<file path="config.mk">
export PLATFORM = sky130hd
export DESIGN_NAME = palette_key_team_recolor
export DESIGN_NICKNAME = d
export VERILOG_FILES = /design/src/design/prk_pkg.sv /design/src/design/palette_key_team_recolor.sv /design/src/design/prk_match.sv /design/src/design/prk_chan.sv
export VERILOG_INCLUDE_DIRS = /design/src /design/src/design
export SDC_FILE = /design/constraint.sdc
export NUM_CORES = 1
export LEC_CHECK = 0
export ABC_AREA = 0
export BUFFER_PORTS_ARGS = -buffer_cell sky130_fd_sc_hd__buf_2
export CORE_MARGIN = 5
export CORE_UTILIZATION = 65
export CTS_BUF_LIST = sky130_fd_sc_hd__clkbuf_8
export CTS_CLUSTER_SIZE = 8
export DETAILED_ROUTE_END_ITERATION = 7
export MAX_ROUTING_LAYER = met4
export PLACE_DENSITY = 0.85
export SKIP_LAST_GASP = 1
export SYNTH_ARGS = -nofsm -noshare
export SYNTH_HDL_FRONTEND = slang
export SYNTH_SLANG_ARGS = --single-unit
</file>
<file path="constraint.sdc">
create_clock -name i_clk -period 8.6 [get_ports i_clk]
set_input_delay 0.86 -clock i_clk [delete_from_list [all_inputs] [get_ports i_clk]]
set_output_delay 0.86 -clock i_clk [all_outputs]
set_load 0.01 [all_outputs]
</file>
<file path="src/design/palette_key_team_recolor_macros.svh">
// Assertion macros for the palette key team recolor block.
// Used by the top level only; needs i_clk and i_rst_n in scope.
`ifndef PALETTE_KEY_TEAM_RECOLOR_MACROS_SVH
`define PALETTE_KEY_TEAM_RECOLOR_MACROS_SVH

// Same-cycle implication, checked outside reset
`define PRK_ASSERT_IMP(lbl, ante, cons) \
    lbl: assert property (@(posedge i_clk) disable iff (!i_rst_n) (ante) |-> (cons)) \
        else $error("prk assertion failed");

// Implication with a fixed delay in cycles, checked outside reset
`define PRK_ASSERT_DLY(lbl, ante, dly, cons) \
    lbl: assert property (@(posedge i_clk) disable iff (!i_rst_n) (ante) |-> ##dly (cons)) \
        else $error("prk delayed assertion failed");

`endif

</file>
<file path="src/design/prk_pkg.sv">
// Shared types, key palette and arithmetic constants for the recolor block.
// No dependencies; used by every module of the block.
package prk_pkg;

    localparam int CHAN_W    = 8;
    localparam int RGB_W     = 3 * CHAN_W;
    localparam int KEY_COUNT = 19;
    localparam int IDX_W     = $clog2(KEY_COUNT);
    localparam int REF_INDEX = 14;
    localparam int PROD_W    = 13;

    // x / 5 as (x * 205) >> 10, exact for x below 1024
    localparam int DIV5_MUL   = 205;
    localparam int DIV5_SHIFT = 10;
    localparam int QUOT_IN_W  = 10;
    localparam int DIV5_W     = QUOT_IN_W + 8;

    // Config register indexes
    localparam int CFG_IDX_W = 2;
    localparam logic [CFG_IDX_W-1:0] REG_TEAM0 = 2'd0;
    localparam logic [CFG_IDX_W-1:0] REG_TEAM1 = 2'd1;

    localparam logic [RGB_W-1:0] TEAM0_RESET = 24'h2E419B;
    localparam logic [RGB_W-1:0] TEAM1_RESET = 24'hFF0000;

    // Magenta key shades, darkest first; index 14 is the reference shade
    localparam logic [RGB_W-1:0] KEY_TABLE [KEY_COUNT] = '{
        24'h3F0016, 24'h55002A, 24'h690039, 24'h7B0045, 24'h8C0051,
        24'h9E005D, 24'hB10069, 24'hC30074, 24'hD6007F, 24'hEC008C,
        24'hEE3D96, 24'hEF5BA1, 24'hF172AC, 24'hF287B6, 24'hF49AC1,
        24'hF6ADCD, 24'hF8C1D9, 24'hFAD5E5, 24'hFDE9F1
    };

    // Per-channel shading modes
    localparam logic [1:0] MODE_PASS  = 2'd0;
    localparam logic [1:0] MODE_DARK  = 2'd1;
    localparam logic [1:0] MODE_REF   = 2'd2;
    localparam logic [1:0] MODE_LIGHT = 2'd3;

    // Stage 1 word handed from the key matcher to the channel shaders
    typedef struct packed {
        logic             hit;
        logic [IDX_W-1:0] idx;
        logic [RGB_W-1:0] ref_rgb;
        logic [RGB_W-1:0] pix_rgb;
    } t_match;

endpackage

</file>
<file path="src/design/palette_key_team_recolor.sv">
// An accepted start's o_valid strobe passes the r_valid, r_v2 and r_v3 registers.
// Throughput: one pixel word per cycle unless busy; the match, multiply and scale stages
// are registered. busy is high only in reset and the cycle after; no stall from output.
// Reset (synchronous, active low) clears valid bits and loads the default team colors.
// Top level of the palette key team recolor block; uses prk_pkg, prk_match, prk_chan.
`include "palette_key_team_recolor_macros.svh"
module palette_key_team_recolor (
    input  logic                            i_clk,
    input  logic                            i_rst_n,
    input  logic                            start,
    output logic                            busy,
    input  logic [prk_pkg::CHAN_W-1:0]      i_red,
    input  logic [prk_pkg::CHAN_W-1:0]      i_green,
    input  logic [prk_pkg::CHAN_W-1:0]      i_blue,
    input  logic [prk_pkg::CHAN_W-1:0]      i_alpha,
    input  logic                            i_team_select,
    input  logic                            i_cfg_we,
    input  logic [prk_pkg::CFG_IDX_W-1:0]   i_cfg_idx,
    input  logic [prk_pkg::RGB_W-1:0]       i_cfg_data,
    output logic                            o_valid,
    output logic [prk_pkg::CHAN_W-1:0]      o_red,
    output logic [prk_pkg::CHAN_W-1:0]      o_green,
    output logic [prk_pkg::CHAN_W-1:0]      o_blue,
    output logic [prk_pkg::CHAN_W-1:0]      o_alpha,
    output logic                            o_key_matched
);

    logic                           r_busy;
    logic [prk_pkg::RGB_W-1:0]      r_team0;
    logic [prk_pkg::RGB_W-1:0]      r_team1;
    logic                           accept;
    logic [prk_pkg::RGB_W-1:0]      ref_rgb;

    logic                           s1_valid;
    prk_pkg::t_match                s1_match;

    logic                           r_v2;
    logic                           r_v3;
    logic                           r_hit2;
    logic                           r_hit3;
    logic [prk_pkg::CHAN_W-1:0]     r_a1;
    logic [prk_pkg::CHAN_W-1:0]     r_a2;
    logic [prk_pkg::CHAN_W-1:0]     r_a3;

    assign accept  = start && !busy;
    assign ref_rgb = i_team_select ? r_team1 : r_team0;

    // Busy only around reset
    always_ff @(posedge i_clk) begin
        if (!i_rst_n) begin
            r_busy <= 1'b1;
        end else begin
            r_busy <= 1'b0;
        end
    end
    assign busy = r_busy;

    // Team color registers; other indexes are ignored
    always_ff @(posedge i_clk) begin
        if (!i_rst_n) begin
            r_team0 <= prk_pkg::TEAM0_RESET;
            r_team1 <= prk_pkg::TEAM1_RESET;
        end else if (i_cfg_we) begin
            if (i_cfg_idx == prk_pkg::REG_TEAM0) begin
                r_team0 <= i_cfg_data;
            end
            if (i_cfg_idx == prk_pkg::REG_TEAM1) begin
                r_team1 <= i_cfg_data;
            end
        end
    end

    // Stage 1: key match
    prk_match u_match (
        .i_clk     (i_clk),
        .i_rst_n   (i_rst_n),
        .i_accept  (accept),
        .i_pix_rgb ({i_red, i_green, i_blue}),
        .i_ref_rgb (ref_rgb),
        .o_valid   (s1_valid),
        .o_match   (s1_match)
    );

    // Stages 2 and 3: one shader per channel
    prk_chan u_chan_r (
        .i_clk  (i_clk),
        .i_hit  (s1_match.hit),
        .i_idx  (s1_match.idx),
        .i_ref  (s1_match.ref_rgb[23:16]),
        .i_pix  (s1_match.pix_rgb[23:16]),
        .o_chan (o_red)
    );

    prk_chan u_chan_g (
        .i_clk  (i_clk),
        .i_hit  (s1_match.hit),
        .i_idx  (s1_match.idx),
        .i_ref  (s1_match.ref_rgb[15:8]),
        .i_pix  (s1_match.pix_rgb[15:8]),
        .o_chan (o_green)
    );

    prk_chan u_chan_b (
        .i_clk  (i_clk),
        .i_hit  (s1_match.hit),
        .i_idx  (s1_match.idx),
        .i_ref  (s1_match.ref_rgb[7:0]),
        .i_pix  (s1_match.pix_rgb[7:0]),
        .o_chan (o_blue)
    );

    // Valid bits alongside the channel stages
    always_ff @(posedge i_clk) begin
        if (!i_rst_n) begin
            r_v2 <= 1'b0;
            r_v3 <= 1'b0;
        end else begin
            r_v2 <= s1_valid;
            r_v3 <= r_v2;
        end
    end

    // Alpha and match flag delay line
    always_ff @(posedge i_clk) begin
        r_a1   <= i_alpha;
        r_a2   <= r_a1;
        r_a3   <= r_a2;
        r_hit2 <= s1_match.hit;
        r_hit3 <= r_hit2;
    end

    assign o_valid       = r_v3;
    assign o_alpha       = r_a3;
    assign o_key_matched = r_hit3;

    // Checks
    `PRK_ASSERT_DLY(a_latency, accept, 3, o_valid)
    `PRK_ASSERT_IMP(a_no_spurious, o_valid, $past(accept, 3))
    `PRK_ASSERT_IMP(a_alpha_thru, o_valid, o_alpha == $past(i_alpha, 3))
    `PRK_ASSERT_IMP(a_pass_thru, o_valid && !o_key_matched,
                    o_red == $past(i_red, 3) && o_blue == $past(i_blue, 3))

endmodule

</file>
<file path="src/design/prk_match.sv">
// Stage 1: compares the pixel RGB against the key palette and registers the team color.
// Depends on prk_pkg.
module prk_match (
    input  logic                        i_clk,
    input  logic                        i_rst_n,
    input  logic                        i_accept,
    input  logic [prk_pkg::RGB_W-1:0]   i_pix_rgb,
    input  logic [prk_pkg::RGB_W-1:0]   i_ref_rgb,
    output logic                        o_valid,
    output prk_pkg::t_match             o_match
);

    logic                    r_valid;
    prk_pkg::t_match         r_match;
    prk_pkg::t_match         n_match;

    // Parallel compare against all keys; entries are distinct
    always_comb begin
        n_match.hit     = 1'b0;
        n_match.idx     = '0;
        n_match.ref_rgb = i_ref_rgb;
        n_match.pix_rgb = i_pix_rgb;
        for (int k = 0; k < prk_pkg::KEY_COUNT; k++) begin
            if (prk_pkg::KEY_TABLE[k] == i_pix_rgb) begin
                n_match.hit = 1'b1;
                n_match.idx = prk_pkg::IDX_W'(k);
            end
        end
    end

    // Valid bit
    always_ff @(posedge i_clk) begin
        if (!i_rst_n) begin
            r_valid <= 1'b0;
        end else begin
            r_valid <= i_accept;
        end
    end

    // Payload, no reset
    always_ff @(posedge i_clk) begin
        r_match <= n_match;
    end

    assign o_valid = r_valid;
    assign o_match = r_match;

endmodule

</file>
<file path="src/design/prk_chan.sv">
// Stages 2 and 3 for one color channel: one multiply, then scale and offset.
// Depends on prk_pkg.
module prk_chan (
    input  logic                        i_clk,
    input  logic                        i_hit,
    input  logic [prk_pkg::IDX_W-1:0]   i_idx,
    input  logic [prk_pkg::CHAN_W-1:0]  i_ref,
    input  logic [prk_pkg::CHAN_W-1:0]  i_pix,
    output logic [prk_pkg::CHAN_W-1:0]  o_chan
);

    localparam logic [prk_pkg::IDX_W-1:0] RefIdx = prk_pkg::IDX_W'(prk_pkg::REF_INDEX);

    logic [1:0]                   n_mode;
    logic [prk_pkg::CHAN_W-1:0]   mul_a;
    logic [prk_pkg::IDX_W-1:0]    mul_b;
    logic [prk_pkg::PROD_W-1:0]   n_prod;

    logic [1:0]                   r_mode;
    logic [prk_pkg::PROD_W-1:0]   r_prod;
    logic [prk_pkg::CHAN_W-1:0]   r_ref;
    logic [prk_pkg::CHAN_W-1:0]   r_pix;

    logic [prk_pkg::DIV5_W-1:0]   div_prod;
    logic [prk_pkg::CHAN_W-1:0]   n_chan;
    logic [prk_pkg::CHAN_W-1:0]   r_chan;

    // Stage 2: mode decode and shared multiplier
    // dark: c * (i + 2); light: (i - 14) * (255 - c)
    always_comb begin
        if (!i_hit) begin
            n_mode = prk_pkg::MODE_PASS;
        end else if (i_idx < RefIdx) begin
            n_mode = prk_pkg::MODE_DARK;
        end else if (i_idx == RefIdx) begin
            n_mode = prk_pkg::MODE_REF;
        end else begin
            n_mode = prk_pkg::MODE_LIGHT;
        end
        if (n_mode == prk_pkg::MODE_DARK) begin
            mul_a = i_ref;
            mul_b = i_idx + prk_pkg::IDX_W'(2);
        end else begin
            mul_a = ~i_ref;
            mul_b = i_idx - RefIdx;
        end
        n_prod = prk_pkg::PROD_W'(mul_a) * prk_pkg::PROD_W'(mul_b);
    end

    always_ff @(posedge i_clk) begin
        r_mode <= n_mode;
        r_prod <= n_prod;
        r_ref  <= i_ref;
        r_pix  <= i_pix;
    end

    // Stage 3: divide by 16 or by 5, then select
    assign div_prod = prk_pkg::DIV5_W'(r_prod[prk_pkg::QUOT_IN_W-1:0])
                      * prk_pkg::DIV5_W'(prk_pkg::DIV5_MUL);

    always_comb begin
        case (r_mode)
            prk_pkg::MODE_PASS:  n_chan = r_pix;
            prk_pkg::MODE_DARK:  n_chan = r_prod[prk_pkg::CHAN_W+3:4];
            prk_pkg::MODE_REF:   n_chan = r_ref;
            prk_pkg::MODE_LIGHT: n_chan = r_ref
                                 + div_prod[prk_pkg::DIV5_W-1:prk_pkg::DIV5_SHIFT];
            default:             n_chan = r_pix;
        endcase
    end

    always_ff @(posedge i_clk) begin
        r_chan <= n_chan;
    end

    assign o_chan = r_chan;

endmodule
</file>
; ---- Word-level counts from Yosys, hierarchy flattened
; Index checks and enable logic that the tools add are counted.
[word_totals]
memories = 0
inputBits = 63
output_inout_bits = 35
romBits = 0
word_cells = 107
regBits = 242
mem_bits_rw = 0
latchBits = 0
[op_classes]
reduce_logical = 8
n_div = 0
magnitude_cmp = 1
addsub = 5
n_eq_ne = 25
bitwise = 3
mux = 30
n_shift = 0
multipliers = 6
[ops]
columns = cell, count
row1 = == test 24 bit (first input constant), 15
row2 = case mux 8 bit (4 select lines), 3
row3 = 2-to-1 mux 5 bit, 16
row4 = == test 23 x 24 -> 1 bit (first input constant), 3
row5 = multiplier 10 x 8 -> 18 bit (second input constant), 3
row6 = multiplier 8 x 5 -> 12 bit, 3
row7 = adder 8 bit, 3
row8 = == test 22 x 24 -> 1 bit (first input constant), 1
row9 = 2-to-1 mux 24 bit, 1
row10 = 2-to-1 mux 8 bit, 3
row11 = NOT 8 bit, 3
row12 = OR reduction 18 bit, 1
row13 = 2-to-1 mux 2 bit, 4
row14 = == test 2 x 1 -> 1 bit (second input constant), 3
row15 = 2-to-1 mux 6 bit, 1
row16 = adder 5 x 2 -> 5 bit (second input constant), 1
row17 = == test 5 x 4 -> 1 bit (second input constant), 1
row18 = < comparator 5 x 4 -> 1 bit (second input constant), 1
row19 = subtractor 5 x 4 -> 5 bit (second input constant), 1
row20 = == test 2 bit (second input constant), 2
row21 = zero test 2 bit, 2
row22 = AND reduction 2 bit, 2
row23 = OR reduction 3 bit, 1
row24 = 2-to-1 mux 1 bit, 2
row25 = other kinds (2), 2

; ---- Logic depth before layout (Yosys ltp)
; Gate-level depths: netlist (run 1).
[depth]
depth_word = 19
mapped_depth = 24
mapped_depth_nobuf = 24

; ---- By module
; A second synthesis (run 1) with hierarchy kept.
[unflattened]
hier_cells = 1607
hier_area_um2 = 16225.6
[by_module_without_submodules]
columns = mod, area_each_um2, instances, seq_area_each_um2, cells_each
row1 = prk_chan at u_chan_b ..., 3829.9, 2, 760.7, 387
row2 = prk_chan at u_chan_r, 3834.9, 1, 760.7, 389
row3 = palette_key_team_recolor, 2844.0, 1, 1541.5, 262
row4 = prk_match, 1886.8, 1, 1101.1, 182

; ---- Worst setup path before layout (run 1)
; No wires, ideal clock.
[synth_timing]
path_type = reg-to-reg
start = register u_chan_r.r_prod[4] (netlist bit)
end = register u_chan_r.r_chan (netlist bit u_chan_r.o_chan[7])
stages_incl_launch_ff = 23
slack_ns = 3.544
path_buffers = 0
synth_period_minus_slack_ns = 5.056
t_arrival_ns = 4.922
required_time_ns = 8.466
setup_ns = 0.134
cell_sequence = dfxtp_1 > ha_1 > inv_1 > fa_1 > inv_1 > fa_1 > inv_1 > fa_1 > inv_1 > ha_1 > and3_1 > o211a_1 > a221o_1 > a21oi_2 > o21bai_1 > a21oi_1 > xnor2_1 > ha_1 > o21a_1 > o2bb2ai_1 > xnor2_1 > xnor2_1 > mux4_2
[synth_between]
elab_chain_len = 3
[synth_rtl]
columns = item, line_no
row1 = from (decl), prk_chan.sv:20  ; logic [prk_pkg::PROD_W-1:0] r_prod;
row2 = from (signal assigned), prk_chan.sv:52  ; r_prod <= n_prod;
row3 = multiplier 10 x 8 -> 18 bit, prk_chan.sv:59  ; * prk_pkg::DIV5_W'(prk_pkg::DIV5_MUL);
row4 = adder 8 bit, prk_chan.sv:67  ; + div_prod[prk_pkg::DIV5_W-1:prk_pkg::DIV5_SHIFT];
row5 = case mux 8 bit (4 select lines), prk_chan.sv:62  ; case (r_mode)
row6 = "via u_chan_r.n_chan, one bit", prk_chan.sv:25  ; logic [prk_pkg::CHAN_W-1:0] n_chan;
row7 = to (signal assigned), prk_chan.sv:73  ; r_chan <= n_chan;
row8 = to (decl), prk_chan.sv:26  ; logic [prk_pkg::CHAN_W-1:0] r_chan;
; The timed path passes the listed nets, and every way through them passes these cells.
; A chain may end at the register's enable or synchronous reset.

; ---- Worst setup path in the final report (run 1)
[layout_timing]
start = register u_match.r_match (netlist bit u_match.o_match[49])
end = register u_chan_g.r_prod[11] (netlist bit)
[layout_between]
elab_chain_len = 7
elab_cells_between_ends = 11
classes_between = add/sub (2) / mul (1) / order compare (1) / eq/ne (2) / mux (5)
[layout_rtl]
columns = item, line_no
row1 = from (decl), prk_match.sv:14  ; prk_pkg::t_match r_match;
row2 = from (signal assigned), prk_match.sv:42  ; r_match <= n_match;
row3 = branches (longest 6 deep; another with < comparator 5 x 4 -> 1 bit), n/a
row4 = multiplier 8 x 5 -> 12 bit (*), prk_chan.sv:47  ; n_prod = prk_pkg::PROD_W'(mul_a) * prk_pkg::PROD_W'(mul_b);
row5 = "via u_chan_g.n_prod, one bit", prk_chan.sv:17  ; logic [prk_pkg::PROD_W-1:0] n_prod;
row6 = to (signal assigned), prk_chan.sv:52
row7 = to (decl), prk_chan.sv:20
; Mark *: on every way through the listed nets, which the timed path passes.

==> out/qor.json, run 1 <==
{
  "outcome": {"value": "finished clean"},
  "htree_num_levels": {"value": 2},
  "finalCriticalPeriod": {"value": 5680, "unit": "ps"},
  "cp-startpoint": {"value": "u_match.o_match[49]$_SDFF_PP1_"},
  "seq_area_frac_synth": {"value": 0.308},
  "synth_fp_nets": {"value": 1999},
  "dpl.hpwl": {"value": 26.7, "unit": "mm"},
  "hold_class": {"value": "flop to flop"},
  "synth_cell_types": {"value": 67},
  "fp.coreArea": {"value": 24100, "unit": "um^2"},
  "rsz_0062_raised_after_global_routing": {"value": "no"},
  "timing_max_transition_violations_final": {"value": 0},
  "timing.fmax": {"value": 0.176, "unit": "GHz"},
  "clk_root_buffer_cell": {"value": "clkbuf_8"},
  "wirelength_per_cell": {"value": 16.6, "unit": "um"},
  "drt.antenna.violating_nets": {"value": 0},
  "finalHoldViolations": {"value": 0},
  "worst_setup_slack_post_dpl": {"value": 2920, "unit": "ps"},
  "rr_worst_depth": {"value": 16},
  "detailedRoute.firstIterationViolations": {"value": 723},
  "worst_slew_pin_slew": {"value": 987, "unit": "ps"},
  "gp_routability_congestion": {"value": 0.976},
  "placementRows": {"value": 57},
  "final.period_utilization": {"value": 0.661},
  "power_per_cell_area": {"value": 426, "unit": "nW/um^2"},
  "area.growth.synth_to_final": {"value": 9.85, "unit": "%"},
  "detailroute.via_count": {"value": 11500},
  "vias_per_cell": {"value": 5.59},
  "route.final.wire_length": {"value": 34.2, "unit": "mm"},
  "die_h": {"value": 166, "unit": "um"},
  "cts_setup_buffers": {"value": 0},
  "cap_violations": {"value": 0},
  "worstPathMaxFanout": {"value": 30},
  "grt_pass1_vias": {"value": 11600},
  "grt_start_max_net_pins": {"value": 32},
  "netlist.area_leader.share": {"value": 0.308},
  "tritoncts_num_sinks": {"value": 242},
  "timing.critical_path.arrival": {"value": 6130, "unit": "ps"},
  "floorplan.die.width": {"value": 166, "unit": "um"},
  "syn-mean-instance-area": {"value": 9.80, "unit": "um^2"},
  "fin_nets": {"value": 2102},
  "grt.overflow.total": {"value": 0},
  "grt.total_usage": {"value": 0.264},
  "setup_viol": {"value": 0},
  "ff2ff_setup_slack": {"value": 2920, "unit": "ps"},
  "worst_setup_path_start_kind": {"value": "flop"},
  "holdPathEnd": {"value": "u_chan_b.r_pix[7]$_DFF_P_"},
  "r2r_end": {"value": "u_chan_g.r_prod[11]$_DFF_P_"},
  "die_area": {"value": 27400, "unit": "um^2"},
  "nFillCells": {"value": 1738},
  "ir_worst_vdd": {"value": 0.000481, "unit": "V"},
  "synthArstFlopShare": {"value": 0},
  "clock_tree_from_tritoncts": {"value": "done"},
  "most_numerous_cell_in_the_yosys_netlist": {"value": "dfxtp_1"},
  "synth.top_cells.by_area": {"value": "dfxtp_1 (31%), ha_1 (18%), fa_1 (13%)"},
  "clkTransAtPathRegs": {"value": 60, "unit": "ps"},
  "fin_tns_setup": {"value": 0, "unit": "ps"},
  "io_buffer_count": {"value": 97},
  "initial_utilization": {"value": 0.653},
  "postCtsHoldBufs": {"value": 0},
  "critical_path_sink_type": {"value": "flop"},
  "synth_top_area_cell": {"value": "dfxtp_1"},
  "grt_pass1_wl": {"value": 56.6, "unit": "mm"},
  "diodes": {"value": 0},
  "netlist_instances": {"value": 1605},
  "worst_r2r_startpoint": {"value": "u_match.o_match[49]$_SDFF_PP1_"},
  "critical_path_class": {"value": "flop to flop"},
  "cts_buffers": {"value": 41},
  "setup_slack": {"value": 2920, "unit": "ps"},
  "worst-endpoint-required": {"value": 9040, "unit": "ps"},
  "boundaryPins": {"value": 98},
  "remaining_drc_errors": {"value": 0},
  "power_leakage": {"value": 8.49, "unit": "nW"},
  "maximum_buffer_depth_of_the_clock_tree": {"value": 3},
  "cts_resized": {"value": 0},
  "ys_ff_latch": {"value": 242},
  "synth_edf_count": {"value": 0},
  "dr.pass1.iters": {"value": 7},
  "worst_hold_startpoint": {"value": "u_match.o_match[7]$_DFF_P_"},
  "clock-skew-final": {"value": 38.7, "unit": "ps"},
  "finalInstanceArea": {"value": 17300, "unit": "um^2"},
  "slew_hr": {"value": 0.340},
  "detailed_place.area": {"value": 16500, "unit": "um^2"},
  "synth_top_flop_cell": {"value": "dfxtp_1"},
  "synthesis.yosys.warnings": {"value": 0},
  "clkLatencyLatePin": {"value": 560, "unit": "ps"},
  "final_layout_size_suffix_gt1_frac": {"value": 0.126},
  "worst_hold_path.num_cells": {"value": 0},
  "grt_antenna_before_repair": {"value": 0},
  "netlist_top_cells_count": {"value": "dfxtp_1 (242), ha_1 (229), inv_1 (222), nand2_1 (200), fa_1 (102)"},
  "netlist_area_before_placement": {"value": 15700, "unit": "um^2"},
  "fin_worst_hold_slack": {"value": 317, "unit": "ps"}
}
## through the flow
stage / std cells / power (W) / util
finish: 2056 / 0.00736 / 0.717
global route: 2056 / 0.00815 / 0.717
CTS: 2056 / 0.00737 / 0.717
global placement: 1989 / 0.00603 / 0.684
detailed placement: 1989 / 0.00630 / 0.684
floorplan: 1605 / 0.00529 / -
## layer usage
| layer | global-route usage | part of all wire | vias to the layer above |
|---|---|---|---|
| met5 | - | 0 | - |
| met4 | 0.0844 | 0.031 | 0 |
| met3 | 0.0395 | 0.057 | 95 |
| met2 | 0.434 | 0.48 | 403 |
| met1 | 0.341 | 0.43 | 5491 |
| li1 | - | - | 5497 |
## how the worst max path moves through the flow
stage / to / slack [ps] / depth (start not counted)
floorplan: u_chan_r.o_chan[7]$_DFF_P_ / 3540 / 22
global placement: u_chan_r.r_prod[11]$_DFF_P_ / 3120 / 16
detailed placement: u_chan_g.r_prod[11]$_DFF_P_ / 2920 / 16
CTS: u_chan_b.r_prod[11]$_DFF_P_ / 2930 / 16
global route: u_chan_r.r_prod[11]$_DFF_P_ / 2440 / 16
finish: u_chan_g.r_prod[11]$_DFF_P_ / 2920 / 16
## critical path, cell delays in order (launching register included)
cell and delay [ps]:
dfxtp_1 940, ha_1 410, a21oi_1 120, nand2_1 90, buf_4 400, xor2_1 350
nand2_1 130, fa_1 500, fa_1 520, fa_1 540, inv_1 40, ha_1 330
a21oi_1 210, o21ai_0 160, o41ai_1 470, o21ai_0 220, xnor2_1 160
## flip-flops by register name, indices dropped and copies added, names as in the netlist, 12 cells and up
signal	flops
r_team0	24
u_chan_r.r_prod	12
u_chan_b.r_prod	12
u_match.o_match	54
r_team1	24
u_chan_g.r_prod	12
## report_power, final
part           switching, W  internal [W]  total [W]  leakage, nW
Sequential        0.0000749       0.00120    0.00128         2.01
Clock              0.000462      0.000533   0.000995        0.452
Combinational       0.00279       0.00230    0.00508         6.03
## cells by family (layout without fill, tap and decap cells)
logic type,Yosys count,count (layout),share of synthesized area
AND/OR/NAND/NOR,446,446,0.137
adder cells (fa/ha/maj),331,331,0.312
buffers and inverters,263,390,0.0638
flip-flops,242,242,0.308
AO/OA/AOI/OAI,158,158,0.0631
XOR/XNOR,116,116,0.0646
multiplexers,49,49,0.0514
## cell type report
class / instances / area (um^2) / area share
tap: 324 / 405 / 0.0235
clock inverter: 20 / 139 / 0.00804
multi-input combinational: 1100 / 9890 / 0.573
inverter: 222 / 833 / 0.0482
clock buffer: 47 / 647 / 0.0374
sequential: 242 / 4850 / 0.280
timing repair buffer: 101 / 515 / 0.0298
## cells in the final DEF (no fill, tap or decap), types with 3 or more instances in the layout
master / count
dfxtp_1: 241
inv_1: 234
ha_1: 229
nand2_1: 200
fa_1: 102
buf_2: 97
a21oi_1: 72
xnor2_1: 63
nor2_1: 55
xor2_1: 53
clkbuf_8: 47
nand3_1: 40
and2_1: 31
nor2b_1: 28
mux2_2: 24
mux4_2: 23
o21ai_0: 21
nand2b_1: 16
a21o_1: 16
nor3_1: 14
nand4_1: 13
nor4_1: 9
o21bai_1: 8
o21a_1: 6
o41ai_1: 6
nand4b_1: 6
nor3b_1: 5
o21ai_1: 4
and3_1: 4
clkinv_2: 4
buf_4: 4
o211ai_1: 3
nand3b_1: 3
or3_1: 3
No activity file was read; power rests on OpenSTA's default activity.
==> run 2: changes to the inputs <==
Settings changed: ABC_AREA 0 to 1, CORE_UTILIZATION 65 to 64, PLACE_DENSITY 0.85 to 0.83.
Clock period 8.6 ns to 5.45 ns, I/O delays scaled along.
==> run 2 against run 1 <==
Against the previous run:
- register-to-register slack worse by 2300 ps
- routed wire length increased by 17%
- global-route usage grew 2.0 points
- via count up 20%
- worst hold slack worse by 200 ps
- worst setup slack worse by 2300 ps
- clock-buffer cell count grew 1
- synthesized area rose by 5.9%
- maximum frequency grew 18%
- core utilization down 1.2 points
- synthesized cell count is 31% higher
- first-iteration DRC count is 34% higher
==> out/qor.json, run 2 <==
{
  "seq_area_frac_synth": {"value": 0.291},
  "die_area": {"value": 29300, "unit": "um^2"},
  "worst_setup_slack_post_dpl": {"value": 684, "unit": "ps"},
  "io_buffer_count": {"value": 97},
  "grt_antenna_before_repair": {"value": 0},
  "clkTransAtPathRegs": {"value": 60, "unit": "ps"},
  "wirelength_per_cell": {"value": 15.6, "unit": "um"},
  "timing.critical_path.arrival": {"value": 5290, "unit": "ps"},
  "fin_nets": {"value": 2604},
  "layout.cells.most_common": {"value": "nand2_1"},
  "final.period_utilization": {"value": 0.884},
  "outcome": {"value": "finished clean"},
  "cts_resized": {"value": 0},
  "initial_utilization": {"value": 0.645},
  "hold_class": {"value": "input pin to flop"},
  "worst_r2r_startpoint": {"value": "u_chan_r.r_prod[1]$_DFF_P_"},
  "grt.overflow.total": {"value": 0},
  "finalHoldViolations": {"value": 0},
  "cts_setup_buffers": {"value": 0},
  "synthesis.yosys.warnings": {"value": 0},
  "clock_tree_from_tritoncts": {"value": "done"},
  "grt_pass1_vias": {"value": 13900},
  "cap_violations": {"value": 0},
  "synth.top_cells.by_area": {"value": "dfxtp_1 (29%), ha_1 (17%), fa_1 (12%)"},
  "slew_hr": {"value": 0.429},
  "detailed_place.area": {"value": 17500, "unit": "um^2"},
  "grt_busiest_layer": {"value": "met2"},
  "critical_path_sink_type": {"value": "flop"},
  "synth_edf_count": {"value": 0},
  "synthArstFlopShare": {"value": 0},
  "timing.fmax": {"value": 0.208, "unit": "GHz"},
  "setup_slack": {"value": 631, "unit": "ps"},
  "floorplan.die.width": {"value": 171, "unit": "um"},
  "synth_top_flop_cell": {"value": "dfxtp_1"},
  "timing_max_transition_violations_final": {"value": 0},
  "rsz_0062_raised_after_global_routing": {"value": "no"},
  "die_h": {"value": 171, "unit": "um"},
  "fp.coreArea": {"value": 25800, "unit": "um^2"},
  "dr.pass1.iters": {"value": 6},
  "area.growth.synth_to_final": {"value": 9.41, "unit": "%"},
  "synth_fp_nets": {"value": 2495},
  "grt_start_max_net_pins": {"value": 53},
  "route.final.wire_length": {"value": 39.9, "unit": "mm"},
  "r2r_end": {"value": "u_chan_r.o_chan[4]$_DFF_P_"},
  "synth_cell_types": {"value": 40},
  "netlist_instances": {"value": 2101},
  "worst_slew_pin_slew": {"value": 854, "unit": "ps"},
  "ys_ff_latch": {"value": 242},
  "most_numerous_cell_in_the_yosys_netlist": {"value": "nand2_1"},
  "netlist_area_before_placement": {"value": 16700, "unit": "um^2"},
  "largest_register_ffs": {"value": 54},
  "placementRows": {"value": 59},
  "vias_per_cell": {"value": 5.39},
  "netlist.area_leader.share": {"value": 0.291},
  "tritoncts_num_sinks": {"value": 242},
  "clkLatencyLatePin": {"value": 550, "unit": "ps"},
  "fin_tns_setup": {"value": 0, "unit": "ps"},
  "finalCriticalPeriod": {"value": 4820, "unit": "ps"},
  "detailedRoute.firstIterationViolations": {"value": 972},
  "critical_path_class": {"value": "flop to flop"},
  "cts_buffers": {"value": 40},
  "dpl.hpwl": {"value": 32.1, "unit": "mm"},
  "final_cell_mix": {"value": "nand2_1 (452), inv_1 (364), dfxtp_1 (242), ha_1 (229), nor2_1 (202)"},
  "worstPathMaxFanout": {"value": 3},
  "syn-mean-instance-area": {"value": 7.93, "unit": "um^2"},
  "rr_worst_depth": {"value": 22},
  "postCtsHoldBufs": {"value": 0},
  "maximum_buffer_depth_of_the_clock_tree": {"value": 3},
  "global_route.usage.met3": {"value": 0.0490},
  "worst_setup_path_start_kind": {"value": "flop"},
  "grt_use_met1": {"value": 0.364},
  "final_layout_size_suffix_gt1_frac": {"value": 0.0843},
  "clk_root_buffer_cell": {"value": "clkbuf_8"},
  "worst_hold_path.num_cells": {"value": 1},
  "finalInstanceArea": {"value": 18200, "unit": "um^2"},
  "globalRouteMet2Util": {"value": 0.456},
  "holdPathEnd": {"value": "r_a1[7]$_DFF_P_"},
  "place_inst": {"value": 2503},
  "boundaryPins": {"value": 98},
  "worst_hold_startpoint": {"value": "i_alpha[7]"},
  "ff2ff_setup_slack": {"value": 630, "unit": "ps"},
  "netlist_top_cells_count": {"value": "nand2_1 (452), inv_1 (358), dfxtp_1 (242), ha_1 (229), nor2_1 (202)"},
  "grt.total_usage": {"value": 0.284},
  "drt.antenna.violating_nets": {"value": 0},
  "setup_viol": {"value": 0},
  "clock-skew-final": {"value": 25.7, "unit": "ps"},
  "diodes": {"value": 0},
  "grt_pass1_wl": {"value": 65.8, "unit": "mm"},
  "synth_top_area_cell": {"value": "dfxtp_1"},
  "worst-endpoint-required": {"value": 5920, "unit": "ps"},
  "finish.cell_count_without_fillers": {"value": 2564},
  "remaining_drc_errors": {"value": 0},
  "htree_num_levels": {"value": 2},
  "gp_routability_congestion": {"value": 0.953},
  "detailroute.via_count": {"value": 13800}
}
## run 2: changes by cell type after synthesis, sizes merged, moves of 24 or more
cell   previous run  this run
nor2b            28         0
o21ai            25        74
nand3            40        91
mux2             24         0
nor2             55       206
or2               0        25
inv             222       366
xnor2            63        23
nand2           200       454
and2             31         0
## run 2: cell families after synthesis
logic type               share of synthesized area
AO/OA/AOI/OAI                               0.0690
AND/OR/NAND/NOR                              0.208
buffers and inverters                       0.0918
flip-flops                                   0.291
adder cells (fa/ha/maj)                      0.295
XOR/XNOR                                    0.0455
## run 2: worst max-delay path: stages (launching register included)
cell	delay, ps
dfxtp_1	330
ha_1	340
xor2_1	160
ha_1	330
fa_1	490
inv_1	50
fa_1	470
inv_1	40
ha_1	320
nand2_1	80
nor2_1	90
nand2_1	60
nand3_1	130
a21oi_1	100
xnor2_1	240
ha_1	260
inv_1	80
fa_1	430
inv_1	100
a31oi_1	120
xor2_1	170
or2_2	280
nand4_1	90
## run 2: layout make-up
cell class | count | area, um^2
Inverter | 369 | 1390
Clock inverter | 13 | 97.6
Tap cell | 335 | 419
Multi-Input combinational cell | 1454 | 10300
Sequential cell | 242 | 4840
Fill cell | 2068 | 7620
Timing Repair Buffer | 103 | 531
Clock buffer | 48 | 661
## run 2: worst max-delay path by stage
stage / startpoint / to / cells after the start
finish: u_chan_r.r_prod[1]$_DFF_P_ / u_chan_r.o_chan[4]$_DFF_P_ / 22
global route: u_chan_g.r_prod[4]$_DFF_P_ / u_chan_g.o_chan[7]$_DFF_P_ / 22
CTS: u_chan_r.r_prod[1]$_DFF_P_ / u_chan_r.o_chan[4]$_DFF_P_ / 22
detailed placement: u_chan_r.r_prod[1]$_DFF_P_ / u_chan_r.o_chan[4]$_DFF_P_ / 22
global placement: u_chan_r.r_prod[1]$_DFF_P_ / u_chan_r.o_chan[6]$_DFF_P_ / 25
floorplan: u_chan_g.r_prod[1]$_DFF_P_ / u_chan_g.o_chan[4]$_DFF_P_ / 23
## run 2: stage by stage
| stage | hold WS (ps) | utilization |
|---|---|---|
| floorplan | 310 | - |
| global placement | 310 | 0.676 |
| detailed placement | 312 | 0.676 |
| CTS | 87.0 | 0.705 |
| global route | 83.1 | 0.705 |
| finish | 115 | 0.705 |
## run 2: per-layer routing
layer | share of wire | wire, um | vias to the layer above
li1 | - | - | 6838
met1 | 0.42 | 16900 | 6395
met2 | 0.47 | 18600 | 487
met3 | 0.075 | 2990 | 109
met4 | 0.036 | 1430 | 0
met5 | 0 | 0 | -
Power of run 2 is left out: the tool's default activity adds up to more than one toggle a clock period on the data nets, which glitch-free logic cannot reach.
